===== src/hw/rtl/mgp_pkg.sv =====
`default_nettype none
// ----------------------------------------------------------------------------
// mgp_pkg
// Shared types and constants of the multimode gate processor: register
// indexes, mode codes, reset values and the sequencer state type.
// ----------------------------------------------------------------------------
package mgp_pkg;

  localparam int TIME_BITS_DEF = 32;  // default width of time arithmetic
  localparam int CFG_W         = 16;  // widest configuration register
  localparam int CFG_IDX_W     = 3;
  localparam int DIV_W         = 16;  // divisor / remainder width
  localparam int PHASE_STEPS   = 8;   // quotient bits of the phase division

  typedef logic [2:0] mode_t;

  // mode codes; codes above MD_CYC act as gate
  localparam mode_t MD_GATE   = 3'd0;
  localparam mode_t MD_TRIG   = 3'd1;
  localparam mode_t MD_TOGGLE = 3'd2;
  localparam mode_t MD_DIV    = 3'd3;
  localparam mode_t MD_CYC    = 3'd4;

  // configuration register indexes
  localparam logic [CFG_IDX_W-1:0] REG_MODE          = 3'd0;
  localparam logic [CFG_IDX_W-1:0] REG_TRIG_PULSE    = 3'd1;
  localparam logic [CFG_IDX_W-1:0] REG_DIVIDE_RATIO  = 3'd2;
  localparam logic [CFG_IDX_W-1:0] REG_DIV_PULSE     = 3'd3;
  localparam logic [CFG_IDX_W-1:0] REG_CYCLE_PERIOD  = 3'd4;

  // register reset values
  localparam logic [15:0] RST_TRIG_PULSE   = 16'd10;
  localparam logic [7:0]  RST_DIVIDE_RATIO = 8'd2;
  localparam logic [15:0] RST_DIV_PULSE    = 16'd10;
  localparam logic [15:0] RST_CYCLE_PERIOD = 16'd500;

  localparam logic [7:0] ACT_FULL  = 8'd255;
  localparam logic [7:0] PHASE_MID = 8'd128;

  typedef enum logic [2:0] {
    S_IDLE,
    S_EVAL,
    S_ELAPSE,
    S_MOD,
    S_PHASE,
    S_DONE
  } seq_state_t;

endpackage : mgp_pkg
`default_nettype wire


===== src/hw/rtl/mgp_div.sv =====
`default_nettype none
// ----------------------------------------------------------------------------
// mgp_div
// Shared restoring divider, one quotient bit per cycle. Load a starting
// remainder, a left-aligned dividend and a step count; done pulses once the
// last step has landed in rem and quo.
// ----------------------------------------------------------------------------
module mgp_div #(
  parameter int DW = mgp_pkg::TIME_BITS_DEF
) (
  input  logic                        clk,
  input  logic                        rst_n,
  input  logic                        start,
  input  logic [$clog2(DW+1)-1:0]     steps,
  input  logic [mgp_pkg::DIV_W-1:0]   rem_init,
  input  logic [DW-1:0]               dvd_init,
  input  logic [mgp_pkg::DIV_W-1:0]   divisor,
  output logic                        done,
  output logic [mgp_pkg::DIV_W-1:0]   rem,
  output logic [7:0]                  quo
);
  import mgp_pkg::*;

  localparam int CW = $clog2(DW+1);

  logic [DIV_W-1:0] rem_r, rem_nxt;
  logic [DW-1:0]    sr_r, sr_nxt;
  logic [CW-1:0]    cnt_r, cnt_nxt;
  logic             busy_r, busy_nxt;
  logic             done_r, done_nxt;
  logic [DIV_W:0]   trial;
  logic             fits;

  always_comb begin
    trial    = {rem_r, sr_r[DW-1]};
    fits     = (trial >= {1'b0, divisor});
    rem_nxt  = rem_r;
    sr_nxt   = sr_r;
    cnt_nxt  = cnt_r;
    busy_nxt = busy_r;
    done_nxt = 1'b0;
    if (start) begin
      rem_nxt  = rem_init;
      sr_nxt   = dvd_init;
      cnt_nxt  = steps;
      busy_nxt = 1'b1;
    end else if (busy_r) begin
      rem_nxt = fits ? DIV_W'(trial - {1'b0, divisor}) : trial[DIV_W-1:0];
      sr_nxt  = {sr_r[DW-2:0], fits};
      cnt_nxt = cnt_r - 1'b1;
      if (cnt_r == CW'(1)) begin
        busy_nxt = 1'b0;
        done_nxt = 1'b1;
      end
    end
  end

  always_ff @(posedge clk) begin
    if (!rst_n) begin
      cnt_r  <= '0;
      busy_r <= 1'b0;
      done_r <= 1'b0;
    end else begin
      cnt_r  <= cnt_nxt;
      busy_r <= busy_nxt;
      done_r <= done_nxt;
    end
  end

  always_ff @(posedge clk) begin
    rem_r <= rem_nxt;
    sr_r  <= sr_nxt;
  end

  assign done = done_r;
  assign rem  = rem_r;
  assign quo  = sr_r[7:0];

endmodule : mgp_div
`default_nettype wire


===== src/hw/rtl/multimode_gate_processor.sv =====
`default_nettype none
// ----------------------------------------------------------------------------
// multimode_gate_processor
// Gate / trigger / toggle / clock divider / cycle processor with an
// activity brightness output, built around one shared bit-serial divider.
// ----------------------------------------------------------------------------
// Usage:
//   Input channel (in_valid/in_ready) carries one beat per time tick: the
//   gate level and the current millisecond time (low TIME_BITS bits used).
//   Output channel (out_valid/out_ready) returns one beat per input beat:
//   output level, changed flag and activity brightness.
//   Configuration is a plain write port (cfg_we, cfg_index, cfg_wdata);
//   write it only while the block is idle. A write to the mode register
//   clears the mode state.
// Sequencing:
//   Gate, trigger, toggle and divide modes: a beat passes through EVAL and
//   DONE; the next beat is taken only once the sequencer is idle again.
//   Cycle mode: the shared divider first reduces the elapsed time modulo the
//   period (TIME_BITS steps) and then divides by the period for the phase
//   (8 steps); a new beat is taken only after the result has been loaded.
// Reset: synchronous, active low; registers take their reset values, the
//   mode state clears and the output channel empties.
// Stall: the result waits in the output register while out_ready is low;
//   the next input beat is still taken, and its result is held back in the
//   final sequencer state until the output register frees.
// ----------------------------------------------------------------------------
module multimode_gate_processor #(
  parameter int TIME_BITS = mgp_pkg::TIME_BITS_DEF
) (
  input  logic                            clk,
  input  logic                            rst_n,
  // input channel
  input  logic                            in_valid,
  output logic                            in_ready,
  input  logic                            in_gate_in,
  input  logic [31:0]                     in_now_ms,
  // result channel
  output logic                            out_valid,
  input  logic                            out_ready,
  output logic                            out_gate_out,
  output logic                            out_changed,
  output logic [7:0]                      out_activity_level,
  // configuration port
  input  logic                            cfg_we,
  input  logic [mgp_pkg::CFG_IDX_W-1:0]   cfg_index,
  input  logic [mgp_pkg::CFG_W-1:0]       cfg_wdata
);
  import mgp_pkg::*;

  localparam int TB = TIME_BITS;
  localparam int CW = $clog2(TB+1);

  // configuration registers
  mode_t       mode_r;
  logic [15:0] trig_pulse_r;
  logic [7:0]  divide_ratio_r;
  logic [15:0] div_pulse_r;
  logic [15:0] cycle_period_r;

  // mode state
  logic          out_level_r, out_level_nxt;
  logic          prev_level_r, prev_level_nxt;
  logic [TB-1:0] mark_r, mark_nxt;
  logic [7:0]    edge_cnt_r, edge_cnt_nxt;
  logic [7:0]    phase_r, phase_nxt;

  // captured beat and pending flag
  logic          gate_r;
  logic [TB-1:0] now_r;
  logic          chg_r, chg_nxt;

  // sequencer
  seq_state_t state_r, state_nxt;
  logic       eval_en, phase_load, out_load, in_take;

  // output register
  logic       out_valid_r;
  logic       out_gate_r;
  logic       out_chg_r;
  logic [7:0] out_act_r;

  // divider hookup
  logic             div_start;
  logic [CW-1:0]    div_steps;
  logic [DIV_W-1:0] div_rem_init;
  logic [TB-1:0]    div_dvd_init;
  logic             div_done;
  logic [DIV_W-1:0] div_rem;
  logic [7:0]       div_quo;

  // step evaluation
  logic          rising, started, fire, pulse_on, expired;
  logic [7:0]    edge_inc;
  logic [15:0]   period, pulse_len;
  logic [14:0]   half;
  logic [TB-1:0] mark_eff, since_mark, elapsed;
  logic [23:0]   prod;
  logic [7:0]    activity;

  assign in_take = in_valid && in_ready;

  // Zero period acts as one millisecond.
  assign period = (cycle_period_r == '0) ? 16'd1 : cycle_period_r;
  assign half   = period[15:1];

  // --------------------------------------------------------------------------
  // Per-mode update of the state for the captured beat
  // --------------------------------------------------------------------------
  always_comb begin
    rising    = gate_r & ~prev_level_r;
    edge_inc  = edge_cnt_r + 8'd1;
    fire      = rising && (edge_inc >= divide_ratio_r);
    started   = 1'b0;
    pulse_len = trig_pulse_r;
    case (mode_r)
      MD_TRIG: begin
        started   = rising;
        pulse_len = trig_pulse_r;
      end
      MD_DIV: begin
        started   = fire;
        pulse_len = div_pulse_r;
      end
      default: begin
        started   = 1'b0;
        pulse_len = trig_pulse_r;
      end
    endcase
    // a fresh pulse measures from now
    mark_eff   = started ? now_r : mark_r;
    since_mark = now_r - mark_eff;
    pulse_on   = started | out_level_r;
    expired    = pulse_on && (since_mark >= TB'(pulse_len));

    out_level_nxt  = out_level_r;
    prev_level_nxt = gate_r;
    mark_nxt       = mark_r;
    edge_cnt_nxt   = edge_cnt_r;
    chg_nxt        = 1'b0;
    case (mode_r)
      MD_TRIG: begin
        out_level_nxt = pulse_on & ~expired;
        mark_nxt      = mark_eff;
        chg_nxt       = started | expired;
      end
      MD_TOGGLE: begin
        out_level_nxt = out_level_r ^ rising;
        chg_nxt       = rising;
      end
      MD_DIV: begin
        if (rising) begin
          edge_cnt_nxt = fire ? 8'd0 : edge_inc;
        end
        out_level_nxt = pulse_on & ~expired;
        mark_nxt      = mark_eff;
        chg_nxt       = started | expired;
      end
      MD_CYC: begin
        // flip once half a period has gone by since the last flip
        if (since_mark >= TB'(half)) begin
          mark_nxt      = now_r;
          out_level_nxt = ~out_level_r;
          chg_nxt       = 1'b1;
        end
      end
      default: begin
        out_level_nxt = gate_r;
        chg_nxt       = (out_level_r != gate_r);
      end
    endcase
  end

  // Time since the start of the current period: while the output is low, the
  // period started half a period before the last flip.
  assign elapsed = now_r - mark_r + (out_level_r ? '0 : TB'(half));

  // pos * 255 as pos * 256 - pos
  assign prod = {div_rem, 8'd0} - {8'd0, div_rem};

  assign phase_nxt = div_quo;

  // triangle of the phase in cycle mode, full or dark elsewhere
  always_comb begin
    if (mode_r == MD_CYC) begin
      if (phase_r < PHASE_MID) begin
        activity = {phase_r[6:0], 1'b0};
      end else begin
        activity = {~phase_r[6:0], 1'b0};
      end
    end else begin
      activity = out_level_r ? ACT_FULL : 8'd0;
    end
  end

  // --------------------------------------------------------------------------
  // Sequencer: next state
  // --------------------------------------------------------------------------
  always_comb begin
    state_nxt = state_r;
    case (state_r)
      S_IDLE: begin
        if (in_valid) begin
          state_nxt = S_EVAL;
        end
      end
      S_EVAL: begin
        state_nxt = (mode_r == MD_CYC) ? S_ELAPSE : S_DONE;
      end
      S_ELAPSE: begin
        state_nxt = S_MOD;
      end
      S_MOD: begin
        if (div_done) begin
          state_nxt = S_PHASE;
        end
      end
      S_PHASE: begin
        if (div_done) begin
          state_nxt = S_DONE;
        end
      end
      S_DONE: begin
        if (!out_valid_r || out_ready) begin
          state_nxt = S_IDLE;
        end
      end
      default: state_nxt = S_IDLE;
    endcase
  end

  // --------------------------------------------------------------------------
  // Sequencer: outputs
  // --------------------------------------------------------------------------
  always_comb begin
    in_ready     = 1'b0;
    eval_en      = 1'b0;
    phase_load   = 1'b0;
    out_load     = 1'b0;
    div_start    = 1'b0;
    div_steps    = CW'(TB);
    div_rem_init = '0;
    div_dvd_init = elapsed;
    case (state_r)
      S_IDLE: begin
        in_ready = 1'b1;
      end
      S_EVAL: begin
        eval_en = 1'b1;
      end
      S_ELAPSE: begin
        // elapsed modulo the period
        div_start    = 1'b1;
        div_steps    = CW'(TB);
        div_rem_init = '0;
        div_dvd_init = elapsed;
      end
      S_MOD: begin
        // quotient of pos * 255 by the period fits in eight bits
        div_start    = div_done;
        div_steps    = CW'(PHASE_STEPS);
        div_rem_init = prod[23:8];
        div_dvd_init = {prod[7:0], {(TB-8){1'b0}}};
      end
      S_PHASE: begin
        phase_load = div_done;
      end
      S_DONE: begin
        out_load = !out_valid_r || out_ready;
      end
      default: begin
        in_ready = 1'b0;
      end
    endcase
  end

  mgp_div #(
    .DW (TB)
  ) u_div (
    .clk      (clk),
    .rst_n    (rst_n),
    .start    (div_start),
    .steps    (div_steps),
    .rem_init (div_rem_init),
    .dvd_init (div_dvd_init),
    .divisor  (period),
    .done     (div_done),
    .rem      (div_rem),
    .quo      (div_quo)
  );

  // --------------------------------------------------------------------------
  // Control and state registers
  // --------------------------------------------------------------------------
  always_ff @(posedge clk) begin
    if (!rst_n) begin
      state_r        <= S_IDLE;
      mode_r         <= MD_GATE;
      trig_pulse_r   <= RST_TRIG_PULSE;
      divide_ratio_r <= RST_DIVIDE_RATIO;
      div_pulse_r    <= RST_DIV_PULSE;
      cycle_period_r <= RST_CYCLE_PERIOD;
      out_level_r    <= 1'b0;
      prev_level_r   <= 1'b0;
      mark_r         <= '0;
      edge_cnt_r     <= '0;
      phase_r        <= '0;
      out_valid_r    <= 1'b0;
    end else begin
      state_r <= state_nxt;
      if (cfg_we) begin
        case (cfg_index)
          REG_MODE: begin
            // any mode write drops the mode state
            mode_r       <= cfg_wdata[2:0];
            out_level_r  <= 1'b0;
            prev_level_r <= 1'b0;
            mark_r       <= '0;
            edge_cnt_r   <= '0;
            phase_r      <= '0;
          end
          REG_TRIG_PULSE:   trig_pulse_r   <= cfg_wdata;
          REG_DIVIDE_RATIO: divide_ratio_r <= cfg_wdata[7:0];
          REG_DIV_PULSE:    div_pulse_r    <= cfg_wdata;
          REG_CYCLE_PERIOD: cycle_period_r <= cfg_wdata;
          default: ;
        endcase
      end else if (eval_en) begin
        out_level_r  <= out_level_nxt;
        prev_level_r <= prev_level_nxt;
        mark_r       <= mark_nxt;
        edge_cnt_r   <= edge_cnt_nxt;
      end else if (phase_load) begin
        phase_r <= phase_nxt;
      end
      // hold until taken, then refill or drop
      if (out_load) begin
        out_valid_r <= 1'b1;
      end else if (out_ready) begin
        out_valid_r <= 1'b0;
      end
    end
  end

  // payload registers
  always_ff @(posedge clk) begin
    if (in_take) begin
      gate_r <= in_gate_in;
      now_r  <= in_now_ms[TB-1:0];
    end
    if (eval_en) begin
      chg_r <= chg_nxt;
    end
    if (out_load) begin
      out_gate_r <= out_level_r;
      out_chg_r  <= chg_r;
      out_act_r  <= activity;
    end
  end

  assign out_valid          = out_valid_r;
  assign out_gate_out       = out_gate_r;
  assign out_changed        = out_chg_r;
  assign out_activity_level = out_act_r;

endmodule : multimode_gate_processor
`default_nettype wire


===== config.mk =====
export PLATFORM = sky130hd
export DESIGN_NAME = multimode_gate_processor
export DESIGN_NICKNAME = d
export VERILOG_FILES = /design/src/hw/rtl/mgp_pkg.sv /design/src/hw/rtl/mgp_div.sv /design/src/hw/rtl/multimode_gate_processor.sv
export SDC_FILE = /design/constraint.sdc
export NUM_CORES = 1
export LEC_CHECK = 0
export ABC_AREA = 1
export BUFFER_PORTS_ARGS = -buffer_cell sky130_fd_sc_hd__buf_2
export CAP_MARGIN = 20
export CORE_MARGIN = 4
export CORE_UTILIZATION = 55
export DETAILED_ROUTE_END_ITERATION = 12
export GPL_ROUTABILITY_DRIVEN = 0
export PLACE_DENSITY = 0.75
export SLEW_MARGIN = 15
export SYNTH_ARGS = -nofsm -noshare
export SYNTH_HDL_FRONTEND = slang
export SYNTH_SLANG_ARGS = --single-unit

===== constraint.sdc =====
create_clock -name clk -period 5.05 [get_ports clk]
set_clock_uncertainty 0.05 [all_clocks]
set_input_delay 0.505 -clock clk [delete_from_list [all_inputs] [get_ports clk]]
set_output_delay 0.505 -clock clk [all_outputs]
set_load 0.03 [all_outputs]

==> run summary, run 1 <==
WP buf/inv -> 9
fin crit period -> 5.60 ns
vias per cell -> 5.88
Post-Syn Nets -> 2,540
vias -> 17.4k
Arr. time, crit path -> 6.01 ns
Starting DRT DRC Count -> 1,827
DR DRC count -> 0
sum of negative setup slack -> -15.76 ns
CTS Buffer Depth -> 3
flop-to-flop setup slack -> -0.55 ns
WL per Instance -> 18.6 µm
#FFs+latches synth -> 213
post-synth cell types -> 55
Most Frequent Cell on Critical Path -> nand2_2
Final ANT Viol Nets -> 0
Die Wd -> 180 µm
failing checks -> negative setup slack
die area -> 32,200 µm²
commonest non-fill, non-tap cell in the layout -> nand2_1
layout cells sized above 1 -> 0.220
Initial Util -> 0.561
f_max -> 0.178 GHz
EDFF count, synth -> 92
Hold Crit Start -> in_now_ms[14]
IO Count -> 69
post-layout util -> 0.716
htree depth -> 1
Post-Syn Area -> 16,200 µm²
clk sinks -> 213
largest net degree at the start of global routing -> 73
dpl cells -> 2,847
clock root buffer -> clkbuf_16
hold buffer count at cts -> 0
most frequent cells in the layout -> nand2_1, inv_1, o21ai_0
Critical Path Fanout Max -> 7
Placed Area -> 17,800 µm²
grt total ovfl -> 0
vias in the first global route -> 16.0k
outcome -> finished with violations
Synth warnings -> 0
CP Depth -> 34
Hold WC Path Type -> input port to flip-flop
Layout area overhead -> 27.7%
highest cell delay on the worst timing path -> 0.37 ns
Chip Height -> 180 µm
relative slew slack -> 0.204
Worst R2R Path Depth -> 34
smallest hold slack -> 0.0665 ns
Max Cap Violations -> 0
Ant. Diodes -> 0
asr flop ratio synth -> 0
sequential area share after synthesis -> 0.320
initial antenna violation count -> 0
crit end category -> flip-flop
Syn Area/Cell -> 6.98 µm²
CTS clk-pin slew, worst paths -> 0.06 ns
RSZ-0062 raised after global routing -> yes
design area -> 20,700 µm²
non-filler instance count after layout -> 2,957
Hold Violations, Final -> 0
critical path launch point -> edge_cnt_r[0]
pwr dens -> 369 nW/µm²
Tot GR Track Use -> 0.295
Post-Syn Instances -> 2,320
pre-CTS setup slack -> -0.532 ns
total power -> 7.62 mW
CTS tree -> yes
worst skew pair latency -> 0.56 ns
Row Count -> 62
leading register cell type out of synthesis -> dfxtp_1
crit share post-route -> 1.11
DRT Wirelength -> 55,100 µm
RR Startpoint -> edge_cnt_r[0]
CP Class -> flip-flop to flip-flop
Peak supply drop -> 0.295 mV
nets -> 2,774
drt pass-1 iters -> 8
DP Wirelength -> 36,500 µm
Leakage -> 9.49 nW
port bufs -> 68
Core Area -> 28,900 µm²
Critical Path RT -> 5.46 ns
Crit path max-delay family -> simple AND/OR/NAND/NOR gates
Finish-stage setup viols -> 34
Worst R2R End -> mark_r[5]
CP startpoint kind -> flip-flop
Max Slew Vio Count -> 0
Least-Margin Pin Slew -> 1.19 ns
Critical Path Sink -> mark_r[5]
PnR worst setup slack -> -0.552 ns
first-pass GRT wire length -> 79,800 µm
slowest CP cell -> dfxtp_4
CTS Buf Count -> 26
## what timing repair did
action,4_1_cts,5_1_grt
pin swaps,31,127
setup buffers,37,25
endpoints found under the setup margin,34,42
gates resized for setup,95,240
gates cloned,3,5
hold endpoints to repair,0,0
## worst min-delay path by stage
| stage | end | cells after the start | slack (ns) |
|---|---|---|---|
| final | now_r[14] | 1 | 0.07 |
| after global routing | now_r[31] | 1 | 0.06 |
| after CTS | now_r[13] | 1 | 0.06 |
| after detailed placement | out_changed | 0 | 0.37 |
| after global placement | out_changed | 0 | 0.35 |
| after floorplan | out_changed | 0 | 0.35 |
## final cells by class
class,count,area [µm²]
Inverter,361,1370
Clock inverter,7,96.3
Fill cell,2159,8190
Clock buffer,40,764
Timing Repair Buffer,265,2090
Timing Repair inverter,1,11.3
Tap cell,384,480
Sequential cell,213,5190
Multi-Input combinational cell,1686,10700
## report_power, final
| part | leakage, nW | internal [mW] | total [mW] | switching (mW) |
|---|---|---|---|---|
| registers | 1.83 | 1.95 | 2.08 | 0.130 |
| logic | 7.24 | 1.47 | 3.62 | 2.15 |
| clock network | 0.423 | 1.14 | 1.93 | 0.785 |
| total | 9.49 | 4.56 | 7.62 | 3.07 |
## cell usage after synthesis (all sizes together) (34+ instances only)
| cell | n | area share |
|---|---|---|
| o21ai | 198 | 0.061 |
| nand2 | 616 | 0.14 |
| xor2 | 42 | 0.023 |
| ha | 146 | 0.11 |
| dfxtp | 121 | 0.15 |
| nand3 | 67 | 0.023 |
| nor3 | 34 | 0.011 |
| nor2 | 205 | 0.048 |
| a21oi | 210 | 0.066 |
| edfxtp | 92 | 0.17 |
| clkbuf | 49 | 0.011 |
| inv | 360 | 0.083 |
## state kept, by name, indices dropped and copies added (netlist names), 3 cells and up
| name | count |
|---|---|
| mark_r | 32 |
| now_r | 32 |
| u_div.sr_r | 32 |
| cycle_period_r | 16 |
| div_pulse_r | 16 |
| trig_pulse_r | 16 |
| u_div.rem | 16 |
| divide_ratio_r | 8 |
| edge_cnt_r | 8 |
| out_activity_level | 8 |
| phase_r | 8 |
| u_div.cnt_r | 6 |
| mode_r | 3 |
| state_r | 3 |
## logic make-up after synthesis
kind of cell | share of synthesized area
compound gates | 0.168
fa+ha+maj | 0.134
simple gates | 0.243
flops | 0.320
xor+xnor | 0.0325
buf+inv | 0.101
mux | 0.00124
## per-layer routing
layer,up-vias,share of wire,global-route usage
met5,-,0,0
met4,0,0.054,0.107
met3,269,0.095,0.0368
met2,1018,0.47,0.509
met1,8011,0.38,0.381
li1,8095,-,-
(Power assumes the default switching activity.)
==> run 2, diff against run 1 <==
--- a/config.mk
+++ b/config.mk
@@ -9,10 +9,9 @@
 export BUFFER_PORTS_ARGS = -buffer_cell sky130_fd_sc_hd__buf_2
 export CAP_MARGIN = 20
 export CORE_MARGIN = 4
-export CORE_UTILIZATION = 55
+export CORE_UTILIZATION = 33
 export DETAILED_ROUTE_END_ITERATION = 12
-export GPL_ROUTABILITY_DRIVEN = 0
-export PLACE_DENSITY = 0.75
+export GPL_ROUTABILITY_DRIVEN = 1
 export SLEW_MARGIN = 15
 export SYNTH_ARGS = -nofsm -noshare
 export SYNTH_HDL_FRONTEND = slang
==> run summary, run 2 (synthesis results as in run 1) <==
Critical Path RT -> 5.40 ns (was 5.46 ns)
highest cell delay on the worst timing path -> 0.37 ns (about the same)
Initial Util -> 0.336 (was 0.561)
Row Count -> 80 (was 62)
filler cell count -> 4,886 (was 2,159)
nets -> 2,743 (was 2,774)
Arr. time, crit path -> 5.70 ns (was 6.01 ns)
Critical Path Fanout Max -> 9 (was 7)
multi-input logic area -> 9910 µm² (was 10,700 µm²)
layout cells sized above 1 -> 0.155 (was 0.220)
Reg area -> 5190 µm² (about the same)
Tot GR Track Use -> 0.193 (was 0.295)
Crit path max-delay family -> simple AND/OR/NAND/NOR gates (unchanged)
outcome -> finished with violations (unchanged)
largest net degree at the start of global routing -> 73 (unchanged)
Hold Violations, Final -> 0 (unchanged)
pre-CTS setup slack -> -0.625 ns (was -0.532 ns)
Hold WC Path Type -> input port to flip-flop (unchanged)
RR Startpoint -> edge_cnt_r[1] (was edge_cnt_r[0])
htree depth -> 1 (unchanged)
Chip Height -> 229 µm (was 180 µm)
Placed Area -> 18,200 µm² (was 17,800 µm²)
Max Cap Violations -> 0 (unchanged)
Peak supply drop -> 0.267 mV (was 0.295 mV)
Hold Crit Start -> in_now_ms[31] (was in_now_ms[14])
post-layout util -> 0.417 (was 0.716)
fin crit period -> 5.34 ns (was 5.60 ns)
CTS Buf Count -> 27 (was 26)
DR DRC count -> 0 (unchanged)
IO Count -> 69 (unchanged)
Core Area -> 48,100 µm² (was 28,900 µm²)
clk sinks -> 213 (unchanged)
Worst R2R End -> mark_r[18] (was mark_r[5])
crit share post-route -> 1.06 (was 1.11)
sum of negative setup slack -> -8.68 ns (was -15.76 ns)
Worst R2R Path Depth -> 37 (was 34)
Most Frequent Cell on Critical Path -> nand2_1 (was nand2_2)
relative slew slack -> 0.245 (was 0.204)
failing checks -> negative setup slack (unchanged)
CP Class -> flip-flop to flip-flop (unchanged)
Layout area overhead -> 24.0% (was 27.7%)
initial antenna violation count -> 0 (unchanged)
CTS tree -> yes (unchanged)
f_max -> 0.187 GHz (was 0.178 GHz)
commonest non-fill, non-tap cell in the layout -> nand2_1 (unchanged)
CTS clk-pin slew, worst paths -> 0.07 ns (was 0.06 ns)
DP Wirelength -> 40,900 µm (was 36,500 µm)
Ant. Diodes -> 0 (unchanged)
worst skew pair latency -> 0.58 ns (was 0.56 ns)
Final ANT Viol Nets -> 0 (unchanged)
Starting DRT DRC Count -> 1,348 (was 1,827)
WL per Instance -> 16.6 µm (was 18.6 µm)
most frequent cells in the layout -> nand2_1, inv_1, nor2_1 (was nand2_1, inv_1, o21ai_0)
first-pass GRT wire length -> 82,700 µm (was 79,800 µm)
port bufs -> 68 (unchanged)
Die Wd -> 229 µm (was 180 µm)
PnR worst setup slack -> -0.292 ns (was -0.552 ns)
Least-Margin Pin Slew -> 1.13 ns (was 1.19 ns)
Max Slew Vio Count -> 0 (unchanged)
WP buf/inv -> 7 (was 9)
clock root buffer -> clkbuf_16 (unchanged)
pwr dens -> 371 nW/µm² (was 369 nW/µm²)
RSZ-0062 raised after global routing -> yes (unchanged)
vias per cell -> 5.02 (was 5.88)
DRT Wirelength -> 53,200 µm (was 55,100 µm)
vias in the first global route -> 15.2k (was 16.0k)
drt pass-1 iters -> 6 (was 8)
flop-to-flop setup slack -> -0.29 ns (was -0.55 ns)
Finish-stage setup viols -> 34 (unchanged)
grt total ovfl -> 0 (unchanged)
crit end category -> flip-flop (unchanged)
die area -> 52,700 µm² (was 32,200 µm²)
hold path depth -> 1 (unchanged)
CTS Buffer Depth -> 3 (unchanged)
vias -> 16.1k (was 17.4k)
hold endpoint -> now_r[31] (was now_r[14])
Leakage -> 9.30 nW (was 9.49 nW)
Largest regs -> mark_r x32, now_r x32, u_div.sr_r x32 (unchanged)
design area -> 20,100 µm² (was 20,700 µm²)
slowest CP cell -> dfxtp_4 (unchanged)
CP startpoint kind -> flip-flop (unchanged)
Placer Congestion -> 0.957
## run 2: layout make-up
cell class,count,area share
Inverter,361,0.0679
Clock inverter,15,0.0122
Timing Repair Buffer,234,0.0879
Clock buffer,35,0.0383
Multi-Input combinational cell,1686,0.494
Tap cell,656,0.0409
Sequential cell,213,0.259
## run 2: report_power, final
group	switching, mW	internal (mW)
Combinational	1.91	1.25
Sequential	0.133	1.95
Clock	0.823	1.38
Total	2.87	4.58
## run 2: worst max path at each step
stage / from / endpoint / slack, ns / cells after the start
final: edge_cnt_r[1] / mark_r[18] / -0.29 / 37
after global routing: edge_cnt_r[1] / mark_r[26] / -0.61 / 37
after CTS: edge_cnt_r[0] / mark_r[11] / -0.13 / 37
after detailed placement: edge_cnt_r[0] / mark_r[23] / -0.63 / 35
after global placement: edge_cnt_r[1] / mark_r[19] / -0.56 / 35
after floorplan: edge_cnt_r[0] / mark_r[17] / 0.01 / 36
## run 2: what timing repair did
| item | 4_1_cts | 5_1_grt |
|---|---|---|
| gates cloned | 1 | 2 |
| pin swaps | 24 | 19 |
| setup buffers | 16 | 6 |
| resized for setup | 68 | 55 |
| endpoints found under the setup margin | 34 | 34 |
| hold buffers | 0 | 0 |
## run 2: layer usage
layer | wire (µm) | up-vias | GRT usage
li1 | - | 7990 | -
met3 | 3060 | 88 | 0.0205
met1 | 24600 | 7496 | 0.270
met5 | 0 | - | 0
met4 | 1660 | 0 | 0.0610
met2 | 23900 | 500 | 0.314
## run 2: worst reg2reg max path: cells and delay by family (launching register included)
family                     cells  cell delay [ns]
adders and majority gates      3             0.86
AOI/OAI and AO/OA              3             0.42
DFF                            1             0.37
and+or+nand+nor               22             2.18
buffers and inverters          7             0.89
xor gates and xnor gates       2             0.43
## run 2: metrics by stage
stage	instances	hold WS (ns)	total power, mW
after global placement	3125	0.384	5.03
after CTS	3192	0.0203	7.40
final	3200	0.0462	7.45
after global routing	3200	0.0399	7.95
after detailed placement	3125	0.393	5.05
after floorplan	2320	0.350	3.93
